File: src/rtl/halton_radical_inverse_defines.svh
// Assertion macros for the radical inverse block
`ifndef HALTON_RADICAL_INVERSE_DEFINES_SVH
`define HALTON_RADICAL_INVERSE_DEFINES_SVH

`ifndef SYNTHESIS

`define HRI_ASSERT(lbl, prop, msg) \
  lbl: assert property (@(posedge clk) disable iff (!rst_n) prop) else $error(msg);

`define HRI_ASSERT_ALWAYS(lbl, prop, msg) \
  lbl: assert property (@(posedge clk) prop) else $error(msg);

`else

`define HRI_ASSERT(lbl, prop, msg)

`define HRI_ASSERT_ALWAYS(lbl, prop, msg)

`endif

`endif

File: src/rtl/hri_pkg.sv
package hri_pkg;

  localparam int IDX_W     = 31;
  localparam int FRAC_W    = 32;
  localparam int BASE_W    = 8;
  localparam int DIV_STEPS = 8;
  localparam int DIV_CYC   = (IDX_W + DIV_STEPS - 1) / DIV_STEPS;
  localparam int DIV_W     = DIV_CYC * DIV_STEPS;
  localparam int PW        = IDX_W + BASE_W;
  localparam int CNT_MAX   = (DIV_CYC > FRAC_W) ? DIV_CYC : FRAC_W;
  localparam int CNT_W     = $clog2(CNT_MAX);

  typedef struct packed {
    logic [IDX_W-1:0]  sample_index;
    logic [BASE_W-1:0] base;
  } hri_in_t;

  typedef struct packed {
    logic [FRAC_W-1:0] fraction;
    logic              bad_base;
  } hri_out_t;

  typedef enum logic [2:0] {
    ST_IDLE,
    ST_LOOP,
    ST_DIV,
    ST_MUL_M,
    ST_MUL_P,
    ST_NORM,
    ST_DONE
  } hri_state_t;

  typedef struct packed {
    logic load;
    logic div_init;
    logic div_step;
    logic mul_m;
    logic mul_p;
    logic norm_init;
    logic norm_step;
    logic out_load;
  } hri_cmd_t;

  typedef struct packed {
    logic bad;
    logic idx_zero;
    logic div_last;
    logic norm_last;
    logic out_full;
  } hri_sts_t;

endpackage

File: src/rtl/halton_radical_inverse.sv
// Channel | Ports                          | Payload
// --------+--------------------------------+-------------------------------
// input   | in_valid, in_stall, in_data    | sample_index[30:0], base[7:0]
// result  | out_valid, out_stall, out_data | fraction[31:0], bad_base
//
// One item at a time. Per base-b digit of the index: a loop check, the digit
// division (8 bits/cycle), then two passes of the shared multiplier; then the
// 32-step normalising divider, then the transfer into the output register.
// A bad base skips the digit loop and the divider and goes straight to the
// transfer. Synchronous active-low reset, idle after.
// A finished result waits in the output register under out_stall; the next
// item is taken meanwhile and parks before the output register until it frees.
module halton_radical_inverse
  import hri_pkg::*;
(
  input  logic     clk,
  input  logic     rst_n,
  input  logic     in_valid,
  output logic     in_stall,
  input  hri_in_t  in_data,
  output logic     out_valid,
  input  logic     out_stall,
  output hri_out_t out_data
);

  hri_cmd_t cmd;
  hri_sts_t sts;

  hri_ctrl u_ctrl (
    .clk      (clk),
    .rst_n    (rst_n),
    .in_valid (in_valid),
    .in_stall (in_stall),
    .cmd      (cmd),
    .sts      (sts)
  );

  hri_dpath u_dpath (
    .clk       (clk),
    .rst_n     (rst_n),
    .cmd       (cmd),
    .sts       (sts),
    .in_data   (in_data),
    .out_valid (out_valid),
    .out_stall (out_stall),
    .out_data  (out_data)
  );

endmodule

File: src/rtl/hri_ctrl.sv
`include "halton_radical_inverse_defines.svh"

module hri_ctrl
  import hri_pkg::*;
(
  input  logic     clk,
  input  logic     rst_n,
  input  logic     in_valid,
  output logic     in_stall,
  output hri_cmd_t cmd,
  input  hri_sts_t sts
);

  hri_state_t state_r, state_nxt;

  always_ff @(posedge clk) begin
    if (!rst_n) begin
      state_r <= ST_IDLE;
    end else begin
      state_r <= state_nxt;
    end
  end

  always_comb begin
    state_nxt = state_r;
    cmd       = '0;
    in_stall  = 1'b1;
    case (state_r)
      ST_IDLE: begin
        in_stall = 1'b0;
        if (in_valid) begin
          cmd.load  = 1'b1;
          state_nxt = ST_LOOP;
        end
      end
      ST_LOOP: begin
        if (sts.bad) begin
          state_nxt = ST_DONE;
        end else if (sts.idx_zero) begin
          cmd.norm_init = 1'b1;
          state_nxt     = ST_NORM;
        end else begin
          cmd.div_init = 1'b1;
          state_nxt    = ST_DIV;
        end
      end
      ST_DIV: begin
        cmd.div_step = 1'b1;
        if (sts.div_last) begin
          state_nxt = ST_MUL_M;
        end
      end
      ST_MUL_M: begin
        cmd.mul_m = 1'b1;
        state_nxt = ST_MUL_P;
      end
      ST_MUL_P: begin
        cmd.mul_p = 1'b1;
        state_nxt = ST_LOOP;
      end
      ST_NORM: begin
        cmd.norm_step = 1'b1;
        if (sts.norm_last) begin
          state_nxt = ST_DONE;
        end
      end
      ST_DONE: begin
        if (!sts.out_full) begin
          cmd.out_load = 1'b1;
          state_nxt    = ST_IDLE;
        end
      end
      default: begin
        state_nxt = ST_IDLE;
      end
    endcase
  end

  `HRI_ASSERT(a_accept_to_loop, (in_valid && !in_stall) |=> (state_r == ST_LOOP), "accept did not start digit loop")
  `HRI_ASSERT(a_div_to_mul, (state_r == ST_DIV && sts.div_last) |=> (state_r == ST_MUL_M), "digit division did not end in multiply")
  `HRI_ASSERT(a_norm_good_base, (state_r == ST_NORM) |-> !sts.bad, "normalising with a bad base")

endmodule

File: src/rtl/hri_dpath.sv
`include "halton_radical_inverse_defines.svh"

module hri_dpath
  import hri_pkg::*;
(
  input  logic     clk,
  input  logic     rst_n,
  input  hri_cmd_t cmd,
  output hri_sts_t sts,
  input  hri_in_t  in_data,
  output logic     out_valid,
  input  logic     out_stall,
  output hri_out_t out_data
);

  logic [DIV_W-1:0]  idx_r;
  logic [BASE_W-1:0] base_r;
  logic [BASE_W-1:0] rem_r;
  logic [PW-1:0]     m_r;
  logic [PW-1:0]     p_r;
  logic [PW-1:0]     nr_r;
  logic [FRAC_W-1:0] q_r;
  logic              bad_r;
  logic [CNT_W-1:0]  cnt_r;
  hri_out_t          out_r;
  logic              out_full_r;

  // digit division, DIV_STEPS quotient bits per cycle
  logic [BASE_W-1:0] dr;
  logic [DIV_W-1:0]  dq;
  logic [BASE_W:0]   dt;

  always_comb begin
    dr = rem_r;
    dq = idx_r;
    dt = '0;
    for (int i = 0; i < DIV_STEPS; i++) begin
      dt = {dr, dq[DIV_W-1]};
      dq = {dq[DIV_W-2:0], 1'b0};
      if (dt >= {1'b0, base_r}) begin
        dt    = dt - {1'b0, base_r};
        dq[0] = 1'b1;
      end
      dr = dt[BASE_W-1:0];
    end
  end

  // shared multiplier: M = M*b + d, P = P*b
  logic [PW-1:0]        mul_a;
  logic [PW+BASE_W-1:0] prod;
  logic [PW-1:0]        addend;
  logic [PW-1:0]        mac;

  assign mul_a  = cmd.mul_m ? m_r : p_r;
  assign prod   = mul_a * base_r;
  assign addend = cmd.mul_m ? PW'(rem_r) : '0;
  assign mac    = prod[PW-1:0] + addend;

  // normalising division M * 2^FRAC_W / P, one bit per cycle
  logic [PW:0] nt;
  logic [PW:0] nd;
  logic        nge;

  assign nt  = {nr_r, 1'b0};
  assign nd  = nt - {1'b0, p_r};
  assign nge = nt >= {1'b0, p_r};

  always_ff @(posedge clk) begin
    if (cmd.load) begin
      idx_r  <= DIV_W'(in_data.sample_index);
      base_r <= in_data.base;
      bad_r  <= in_data.base < BASE_W'(2);
      m_r    <= '0;
      p_r    <= PW'(1);
      q_r    <= '0;
    end
    if (cmd.div_init) begin
      rem_r <= '0;
    end else if (cmd.div_step) begin
      rem_r <= dr;
      idx_r <= dq;
    end
    if (cmd.mul_m) begin
      m_r <= mac;
    end
    if (cmd.mul_p) begin
      p_r <= mac;
    end
    if (cmd.norm_init) begin
      nr_r <= m_r;
    end else if (cmd.norm_step) begin
      nr_r <= nge ? nd[PW-1:0] : nt[PW-1:0];
      q_r  <= {q_r[FRAC_W-2:0], nge};
    end
    if (cmd.div_init || cmd.norm_init) begin
      cnt_r <= '0;
    end else if (cmd.div_step || cmd.norm_step) begin
      cnt_r <= cnt_r + CNT_W'(1);
    end
    if (cmd.out_load) begin
      out_r.fraction <= q_r;
      out_r.bad_base <= bad_r;
    end
  end

  always_ff @(posedge clk) begin
    if (!rst_n) begin
      out_full_r <= 1'b0;
    end else if (cmd.out_load) begin
      out_full_r <= 1'b1;
    end else if (out_full_r && !out_stall) begin
      out_full_r <= 1'b0;
    end
  end

  assign sts.bad       = bad_r;
  assign sts.idx_zero  = (idx_r == '0);
  assign sts.div_last  = (cnt_r == CNT_W'(DIV_CYC - 1));
  assign sts.norm_last = (cnt_r == CNT_W'(FRAC_W - 1));
  assign sts.out_full  = out_full_r;

  assign out_valid = out_full_r;
  assign out_data  = out_r;

  `HRI_ASSERT(a_bad_zero, (out_full_r && out_r.bad_base) |-> (out_r.fraction == '0), "bad base with nonzero fraction")
  `HRI_ASSERT(a_norm_rem, cmd.norm_step |-> (nr_r < p_r), "normalising remainder not below scale")

endmodule

File: config.mk
export PLATFORM = sky130hd
export DESIGN_NAME = halton_radical_inverse
export DESIGN_NICKNAME = d
export VERILOG_FILES = /design/src/rtl/hri_pkg.sv /design/src/rtl/halton_radical_inverse.sv /design/src/rtl/hri_ctrl.sv /design/src/rtl/hri_dpath.sv
export VERILOG_INCLUDE_DIRS = /design/src /design/src/rtl
export SDC_FILE = /design/constraint.sdc
export NUM_CORES = 1
export LEC_CHECK = 0
export BUFFER_PORTS_ARGS = -buffer_cell sky130_fd_sc_hd__clkbuf_2
export CORE_UTILIZATION = 53
export CTS_BUF_LIST = sky130_fd_sc_hd__clkbuf_16
export CTS_CLUSTER_DIAMETER = 200
export DETAILED_ROUTE_END_ITERATION = 7
export HOLD_SLACK_MARGIN = 0.03
export PLACE_DENSITY = 0.7
export SLEW_MARGIN = 10
export SYNTH_ARGS = -nofsm -noshare
export SYNTH_HDL_FRONTEND = slang
export SYNTH_HIERARCHICAL = 1
export SYNTH_SLANG_ARGS = --single-unit
File: constraint.sdc
create_clock -name clk -period 29.3 [get_ports clk]
set_input_delay 2.93 -clock clk [delete_from_list [all_inputs] [get_ports clk]]
set_output_delay 2.93 -clock clk [all_outputs]
set_load 0.1 [all_outputs]
# Word level (Yosys, flattened, before mapping)
# Cells that the tools add are included.
totals:
  wordCells: 113
  register_bits: 240
  output_inout_bits: 35
  input_bits: 43
classes:
  mul: 1
  n_reduce_logical: 11
  n_lt_le_gt_ge: 10
  n_addsub: 11
  muxes: 55
  n_eq_ne: 12
ops:
  columns: ["operator", "n"]
  rows:
  - ["two-way mux 39 bit", 8]
  - ["two-way mux 32 bit", 6]
  - [">= comparator 9 x 8 -> 1 bit", 8]
  - ["two-way mux 8 bit", 9]
  - ["subtractor 8 bit", 8]
  - [">= comparator 40 x 39 -> 1 bit", 1]
  - ["adder 39 bit", 1]
  - ["multiplier 39 x 8 -> 39 bit", 1]
  - ["subtractor 39 bit", 1]
  - ["logical NOT 32 bit", 1]
  - ["two-way mux 1 bit", 25]
  - ["case mux 3 bit (7 select lines)", 1]
  - ["two-way mux 3 bit", 6]
  - ["equality test 3 bit, second input constant", 3]
  - ["less-than comparator 8 x 2 -> 1 bit, second input constant", 1]
  - ["!= test 2 bit, second input constant", 4]
  - ["nonzero test 2 bit", 4]
  - ["equality test 3 x 2 -> 1 bit, second input constant", 2]
  - ["adder 5 x 1 -> 5 bit, second input constant", 1]
  - ["equality test 5 x 2 -> 1 bit, second input constant", 1]
  - ["equality test 5 bit, second input constant", 1]
  - ["AND reduction 4 bit", 1]
  - ["equality test 3 x 1 -> 1 bit, second input constant", 1]
  - ["logical NOT 3 bit", 1]
  - ["3 further kinds", 4]

# Depth between registers and ports, before layout
# Gate-level depths: netlist (run 1).
depth:
  depth_word: 18
  mapped_depth: 90
  mapped_depth_nobuf: 85

# Cells and area by module
# The synthesis (run 1) kept the hierarchy.
modules_own_cells:
  columns: ["mod", "area_each_um2", "cells_each", "instances", "seq_area_each_um2"]
  rows:
  - ["hri_dpath", 24071.8, 2678, 1, 6336.1]
  - ["hri_ctrl", 280.3, 38, 1, 60.1]

# Worst setup path before layout (run 1)
# No wires, ideal clock.
synth_path:
  path_kind: "flip-flop to flip-flop"
  from: "register u_dpath.base_r[1]"
  to: "register u_dpath.rem_r[1]"
  path_stages_with_launch: 89
  required_time_ns: 29.163
  path_slack_ns: 10.204
  setup_ns: 0.137
  arrival_ns: 18.958
  n_path_buf: 4
  period_less_slack_ns: 19.096
  cell_sequence: "edfxtp_1 inv_1 buf_1 ha_1 nor2b_1 o211ai_1 and4b_1 o21a_1 nand2_1 mux2_2 ha_1 and3_1 o21ai_1 nand3_1 and3_1 a311oi_1 nand2_1 mux2_2 [53 not listed] a21oi_1 o31ai_1 or4b_4 nand2_1 mux2i_1 ha_1 a21o_1 a21o_1 a21o_1 a21o_1 a21o_1 a21oi_1 o21ai_0 a21oi_1 inv_1 nor3_4 mux2i_1 a211oi_1"
synth_between:
  elab_chain_len: 16
  word_cells_on_any_way: 24
  cone_classes: "add/sub: 8; order compare: 8; mux: 8"
synth_lines:
  columns: ["item", "line", "source"]
  rows:
  - ["start, declared", "hri_dpath.sv:17", "logic [BASE_W-1:0] base_r;"]
  - ["start signal, assigned", "hri_dpath.sv:71", "base_r <= in_data.base;"]
  - ["subtractor 8 bit or >= comparator 9 x 8 -> 1 bit (tied branches)", "hri_dpath.sv:41, hri_dpath.sv:40", null]
  - ["two-way mux 8 bit", "hri_dpath.sv:40", "if (dt >= {1'b0, base_r}) begin"]
  - ["subtractor 8 bit or >= comparator 9 x 8 -> 1 bit (tied branches)", "hri_dpath.sv:41, hri_dpath.sv:40", null]
  - ["two-way mux 8 bit", "hri_dpath.sv:40", null]
  - ["subtractor 8 bit or >= comparator 9 x 8 -> 1 bit (tied branches)", "hri_dpath.sv:41, hri_dpath.sv:40", null]
  - ["two-way mux 8 bit", "hri_dpath.sv:40", null]
  - ["subtractor 8 bit or >= comparator 9 x 8 -> 1 bit (tied branches)", "hri_dpath.sv:41, hri_dpath.sv:40", null]
  - ["two-way mux 8 bit", "hri_dpath.sv:40", null]
  - ["subtractor 8 bit or >= comparator 9 x 8 -> 1 bit (tied branches)", "hri_dpath.sv:41, hri_dpath.sv:40", null]
  - ["two-way mux 8 bit", "hri_dpath.sv:40", null]
  - ["subtractor 8 bit or >= comparator 9 x 8 -> 1 bit (tied branches)", "hri_dpath.sv:41, hri_dpath.sv:40", null]
  - ["two-way mux 8 bit", "hri_dpath.sv:40", null]
  - ["subtractor 8 bit or >= comparator 9 x 8 -> 1 bit (tied branches)", "hri_dpath.sv:41, hri_dpath.sv:40", null]
  - ["two-way mux 8 bit", "hri_dpath.sv:40", null]
  - [">= comparator 9 x 8 -> 1 bit or subtractor 8 bit (tied branches)", "hri_dpath.sv:40, hri_dpath.sv:41", null]
  - ["two-way mux 8 bit (*)", "hri_dpath.sv:40", null]
  - ["end signal, assigned", "hri_dpath.sv:80", "rem_r <= dr;"]
  - ["end, declared", "hri_dpath.sv:18", "logic [BASE_W-1:0] rem_r;"]
# Every way passes the cells marked *; elsewhere a longest branch is shown, timed or not.
# A chain may end at the register's enable or synchronous reset.

# Worst setup path after layout (run 1)
layout_path:
  from: "register u_dpath.base_r[3]"
  to: "register u_dpath.rem_r[1]"
layout_between:
  elab_chain_len: 16
  word_cells_on_any_way: 24
  cone_classes: "add/sub: 8; order compare: 8; mux: 8"
layout_lines:
  columns: ["item", "line"]
  rows:
  - ["subtractor 8 bit or >= comparator 9 x 8 -> 1 bit (tied branches)", "hri_dpath.sv:41, hri_dpath.sv:40"]
  - ["two-way mux 8 bit", "hri_dpath.sv:40"]
  - ["subtractor 8 bit or >= comparator 9 x 8 -> 1 bit (tied branches)", "hri_dpath.sv:41, hri_dpath.sv:40"]
  - ["two-way mux 8 bit", "hri_dpath.sv:40"]
  - ["subtractor 8 bit or >= comparator 9 x 8 -> 1 bit (tied branches)", "hri_dpath.sv:41, hri_dpath.sv:40"]
  - ["two-way mux 8 bit", "hri_dpath.sv:40"]
  - ["subtractor 8 bit or >= comparator 9 x 8 -> 1 bit (tied branches)", "hri_dpath.sv:41, hri_dpath.sv:40"]
  - ["two-way mux 8 bit", "hri_dpath.sv:40"]
  - ["subtractor 8 bit or >= comparator 9 x 8 -> 1 bit (tied branches)", "hri_dpath.sv:41, hri_dpath.sv:40"]
  - ["two-way mux 8 bit", "hri_dpath.sv:40"]
  - [">= comparator 9 x 8 -> 1 bit or subtractor 8 bit (tied branches)", "hri_dpath.sv:40, hri_dpath.sv:41"]
  - ["two-way mux 8 bit", "hri_dpath.sv:40"]
  - ["subtractor 8 bit or >= comparator 9 x 8 -> 1 bit (tied branches)", "hri_dpath.sv:41, hri_dpath.sv:40"]
  - ["two-way mux 8 bit", "hri_dpath.sv:40"]
  - [">= comparator 9 x 8 -> 1 bit or subtractor 8 bit (tied branches)", "hri_dpath.sv:40, hri_dpath.sv:41"]
  - ["two-way mux 8 bit (*)", "hri_dpath.sv:40"]
# Marks and branches as above.

==> impl_results.md, run 1 <==
* Vias at between 15000 and 20000
* Synth unique cells at 80
* Fillers at between 3000 and 4000
* Required @ worst endpoint at 29.70 ns
* Hold Buf Count CTS at 0
* Pre-antenna DRT Iters at 5
* Synth warn at 6
* CTS Sinks at 240
* Grt ovf at 0
* Initial cell density of the core at 53.66%
* DR vias/cell at 5.654
* Setup Fix Bufs, Post-CTS at 0
* Post-route DRC at 0
* Total Wirelength at 58880 um
* Final Hold Viols at 0
* Crit. End Element: flip-flop
* Synth top area cells: edfxtp_1 (20%), fa_1 (18%), ha_1 (9.4%), dfxtp_1 (6.7%), inv_1 (5.6%)
* Worst R2R Start: u_dpath/base_r[3]
* H-tree depth at 1
* Largest net degree at the start of global routing at 81
* Setup crit start: u_dpath/base_r[3]
* Die W at approximately 220 um
* Die height at 216.4 um
* Clk_lat worst skew at 0.58 ns
* Worst path max stage delay at 0.56 ns
* Slew Viols, Final at 0
* Worst r2r path cells at 86
* Fmax at between 0.04 and 0.05 GHz
* Rel. slew slack at 19.88%
* # nets final at 3179
* Minimum clock period after layout at roughly 22 ns
* Worst hold start: u_dpath/q_r[31]
* Clk root buf: clkbuf_16
* Num CTS Buffers at 28
* Worst hold path class: reg2reg
* Top Ports at between 70 and 80
* Port bufs at 77
* Gates resized, CTS repair at 0
* Core box area at 0.04538 mm2
* Slowest CP cell: or4_1
* Hold path cells at 0
* Outcome: finished clean
* Clock skew at 0.02202 ns
* Number of global-route vias before repair at about 19000
* HPWL after detailed placement at around 44000 um
* CTS max path bufs at 3
* GP Congestion at approximately 0.90
* End of the critical path: u_dpath/rem_r[1]
* Mapped Area at 0.02435 mm2
* Synth top area share at between 10% and 20%
* Antenna Cells at 0
* Share of cells above drive strength 1 at ~7.5%
* Final setup fails at 0
* Routed Antenna Nets at 0
* Layout area overhead at 7.532%
* Synthesized area per cell at 8.966 um2
* Clock slew at reported path FFs at 0.06 ns
* WL/cell at 17.52 um
* Die area at 0.04681 mm2
* CP Max Fanout at 39
* CTS tree: built
* Post-synth net total at 3156
* Area taken by multi-input logic gates at 0.01628 mm2
* Most frequent CP cell: o21ai_0
* RSZ-0062 raised after global routing: false
* Crit path kind: reg2reg
* Post-synth ARST share at 0%
* R2R Setup Slk at 7.68 ns
* Crit path DAT at 22.02 ns
* Syn Inst Count at 2716
* Most frequent cell after synthesis: inv_1
* Setup TNS Final at 0 ns
* Reg area at 0.006396 mm2
* Area leader, netlist: edfxtp_1
* Initial antenna violation count at 1
* Top FF cell, synth: edfxtp_1
* Part of the Yosys area used for sequential elements at 26.27%
* Least-Margin Pin Slew at 1.202 ns
* Synth cell count leaders: inv_1 (361), nand2_1 (292), nor2_1 (226)
* Initial DRC count at ~1400
* #FFs+latches synth at 240
* R2r endpoint: u_dpath/rem_r[1]
* Number of synthesized flops with an enable pin at 159
* Fin crit share at 73.80%
* GRT Total Usage at 25.61%
* Max Cap Viol at 0
* Placement row count at between 70 and 80
* Crit path launch type: flip-flop
* First-pass GRT wire length at 97320 um
==> registers in the layout, summed over array words and instances, names as in the netlist <==
signal             flops
u_ctrl/state_r         3
u_dpath/bad_r          1
u_dpath/base_r         8
u_dpath/cnt_r          5
u_dpath/idx_r         32
u_dpath/m_r           39
u_dpath/nr_r          39
u_dpath/out_data      33
u_dpath/out_valid      1
u_dpath/p_r           39
u_dpath/q_r           32
u_dpath/rem_r          8
==> cell families after synthesis <==
group,after synthesis,share of synthesized area [%]
adder cells (fa/ha/maj),397,26.99
flip-flops,240,26.27
AO/OA/AOI/OAI,531,13.92
AND/OR/NAND/NOR,877,17.34
multiplexers,100,4.321
XOR/XNOR,108,3.941
buffers and inverters,463,7.224
==> metrics by stage <==
step / util, % / area, um2 / std cells / hold slack, ns / setup slack (ns)
2_1_floorplan: - / 24350 / 2716 / 0.4093 / 10.20
3_3_place_gp: 55.75 / 25300 / 3309 / 0.4168 / 8.984
3_5_place_dp: 55.75 / 25300 / 3309 / 0.4283 / 8.070
4_1_cts: 57.70 / 26190 / 3361 / 0.4437 / 7.960
5_1_grt: 57.70 / 26190 / 3361 / 0.4626 / 6.072
6_report: 57.70 / 26190 / 3361 / 0.4460 / 7.677
==> per-layer routing <==
layer | part of all wire, % | wire [um] | GRT usage (%) | up-vias
met5 | 0 | 0 | 0 | -
met4 | 2.2 | 1270 | 6.901 | 0
met3 | 5.2 | 3065 | 3.425 | 85
met2 | 47 | 27390 | 42.43 | 446
met1 | 46 | 27150 | 35.26 | 9321
li1 | - | - | - | 9150
==> cell type report <==
class                      instances  share of cell area (%)
multi-input combinational       2013                   62.16
sequential                       240                   24.43
inverter                         361                   5.175
tap                              600                   2.867
clock buffer                      29                   2.771
timing repair buffer              95                   1.988
clock inverter                    23                  0.6164
==> cell usage in the layout (no fill, tap or decap), types with 67 or more instances in the layout <==
cell	count
clkbuf_2	77
o21a_1	70
inv_1	364
dfxtp_1	81
nor2_1	224
fa_1	214
edfxtp_1	159
and2_1	90
a21oi_1	106
xnor2_1	67
nand2_1	292
o21ai_0	156
ha_1	183
==> worst min-delay path by stage <==
stage,end
2_1_floorplan,u_dpath/out_data[32]
3_3_place_gp,u_dpath/out_data[32]
3_5_place_dp,u_dpath/out_data[32]
4_1_cts,u_dpath/out_data[32]
5_1_grt,u_dpath/out_data[32]
6_report,u_dpath/out_data[32]
==> critical path: cells and delay by family (launching register included) <==
kind                     cells  cell delay [ns]
AO/OA/AOI/OAI               46             9.25
AND/OR/NAND/NOR             21             5.51
adder cells (fa/ha/maj)      8             2.61
multiplexers                 7             2.59
buffers and inverters        4             0.96
flip-flops                   1             0.45
Power of run 1 is not shown: default switching activity piles up to over one toggle a cycle in this logic, so the estimate is an artifact.
==> inputs of run 2 (changes only) <==
PLACE_DENSITY = 0.72   (was 0.7)
clock period = 17.9 ns   (was 29.3 ns; I/O delays follow)
==> run 2 against run 1 <==
Utilization up 1.8 points; critical path type unchanged; critical endpoint is now u_dpath/rem_r[3]; flip-flop and latch count is the same; register-to-register slack got worse by 6.7 ns; largest cell class unchanged; worst hold slack lost 0.0028 ns; global-route usage up 0.55 points.
==> impl_results.md, run 2 (synthesis gave the netlist of run 1 again) <==
* Outcome: finished clean
* CTS max path bufs at 3
* Fin crit share at ~95%
* Minimum clock period after layout at ~17 ns
* Largest net degree at the start of global routing at 96
* Worst R2R Start: u_dpath/base_r[1]
* Total Wirelength at 61200 um
* Initial DRC count at 1233
* Setup TNS Final at 0 ns
* HPWL after detailed placement at 45890 um
* Pre-antenna DRT Iters at 6
* Most frequent CP cell: o21ai_1
* Antenna Cells at 0
* H-tree depth at 1
* Worst hold path class: reg2reg
* Die area at around 0.047 mm2
* Number of global-route vias before repair at roughly 20000
* Initial antenna violation count at 0
* Placed cells at 3357
* Worst hold start: u_dpath/q_r[31]
* Top Ports at 78
* Placement row count at 78
* Fillers at ~4000
* Worst path max stage delay at 0.59 ns
* Die height at 216.4 um
* DR vias/cell at 5.661
* Final hold slack at 0.4433 ns
* Required @ worst endpoint at approximately 18 ns
* Post-route DRC at 0
* Hold Buf Count CTS at 0
* Slew Viols, Final at 0
* Commonest non-fill, non-tap cell in the layout: inv_1
* WL/cell at 17.85 um
* Least-Margin Pin Slew at 1.176 ns
* CTS Sinks at 240
* Num CTS Buffers at 26
* Vias at about 19000
* Setup crit start: u_dpath/base_r[1]
* Slowest CP cell: or4b_4
* Crit path DAT at ~17 ns
* Clk_lat worst skew at around 0.53 ns
* Clock skew at 0.01240 ns
* Most frequent cells in the layout: inv_1 (362), nand2_1 (289), nor2_1 (220)
* Rel. slew slack at 21.27%
* Layout area overhead at 10.85%
* Fmax at 0.05893 GHz
* Post-Layout Cell Count at 3428
* Hold path cells at 0
* Initial cell density of the core at a little over half
* Port bufs at 77
* CP Max Fanout at 8
* CTS tree: built
* Largest regs: u_dpath/m_r (39), u_dpath/nr_r (39), u_dpath/p_r (39)
* Share of cells above drive strength 1 at 11.03%
* Final Hold Viols at 0
* Core box area at 0.04538 mm2
* Max Cap Viol at 0
* Routed Antenna Nets at 0
* Die W at 216.4 um
* Clock slew at reported path FFs at 0.06 ns
* Crit. End Element: flip-flop
* GP Congestion at approximately 0.95
* Crit path kind: reg2reg
* GRT Total Usage at between 20% and 30%
* Grt ovf at 0
* Final setup fails at 0
* Clk root buf: clkbuf_16
* Worst r2r path cells at 85
* # nets final at between 3000 and 4000
* First-pass GRT wire length at 99700 um
* Crit path launch type: flip-flop
run 2: per-layer routing:
layer / track usage [%] / wire [um] / vias to the layer above / share of wire [%]
li1: - / - / 9290 / -
met1: 36.01 / 27590 / 9570 / 45
met2: 45.03 / 29520 / 471 / 48
met3: 2.204 / 3100 / 74 / 5.1
met4: 5.493 / 983 / 0 / 1.6
met5: 0 / 0 / - / 0
run 2: worst max-delay path, delay by kind of cell (launching register included):
family | cells | cell delay [ns]
AOI/OAI and AO/OA | 45 | 7.19
adders and majority gates | 8 | 2.34
buffers and inverters | 7 | 0.91
DFF | 1 | 0.40
muxes | 6 | 1.80
and+or+nand+nor | 19 | 4.10
run 2: path summary, 6_finish.rpt:
| path | endpoint | slack, ns |
|---|---|---|
| worst max-delay path | u_dpath/rem_r[3] | 0.93 |
| worst min-delay path | u_dpath/out_data[32] | 0.44 |
| worst max register to register | u_dpath/rem_r[3] | 0.93 |
| worst min register to register | u_dpath/out_data[32] | 0.44 |
run 2: per-stage QoR:
| stage | setup WS, ns | util [%] | cell area, um2 |
|---|---|---|---|
| floorplan | 0.01626 | - | 24390 |
| global placement | 0.02171 | 56.61 | 25690 |
| detailed placement | -0.5984 | 56.61 | 25690 |
| CTS | 0.008692 | 58.65 | 26620 |
| global route | -0.1714 | 59.48 | 26990 |
| finish | 0.9305 | 59.48 | 26990 |
run 2: final cells by class:
| cell class | count | area (um2) | share of cell area (%) |
|---|---|---|---|
| repair buffers | 166 | 1070 | 3.963 |
| clock buffers | 28 | 700.7 | 2.596 |
| multi-input cells | 2013 | 16550 | 61.32 |
| flip-flops and latches | 240 | 6396 | 23.69 |
| well taps | 600 | 750.7 | 2.781 |
| inverters | 361 | 1355 | 5.020 |
| clock inverters | 20 | 170.2 | 0.6304 |
run 2: what timing repair did:
action,CTS,global route
resized for setup,7,49
hold endpoints to repair,0,0
endpoints found under the setup margin,9,9
cloned,0,0
buffers inserted,3,20
pin swaps,2,27
Power of run 2 is left out for the same reason.
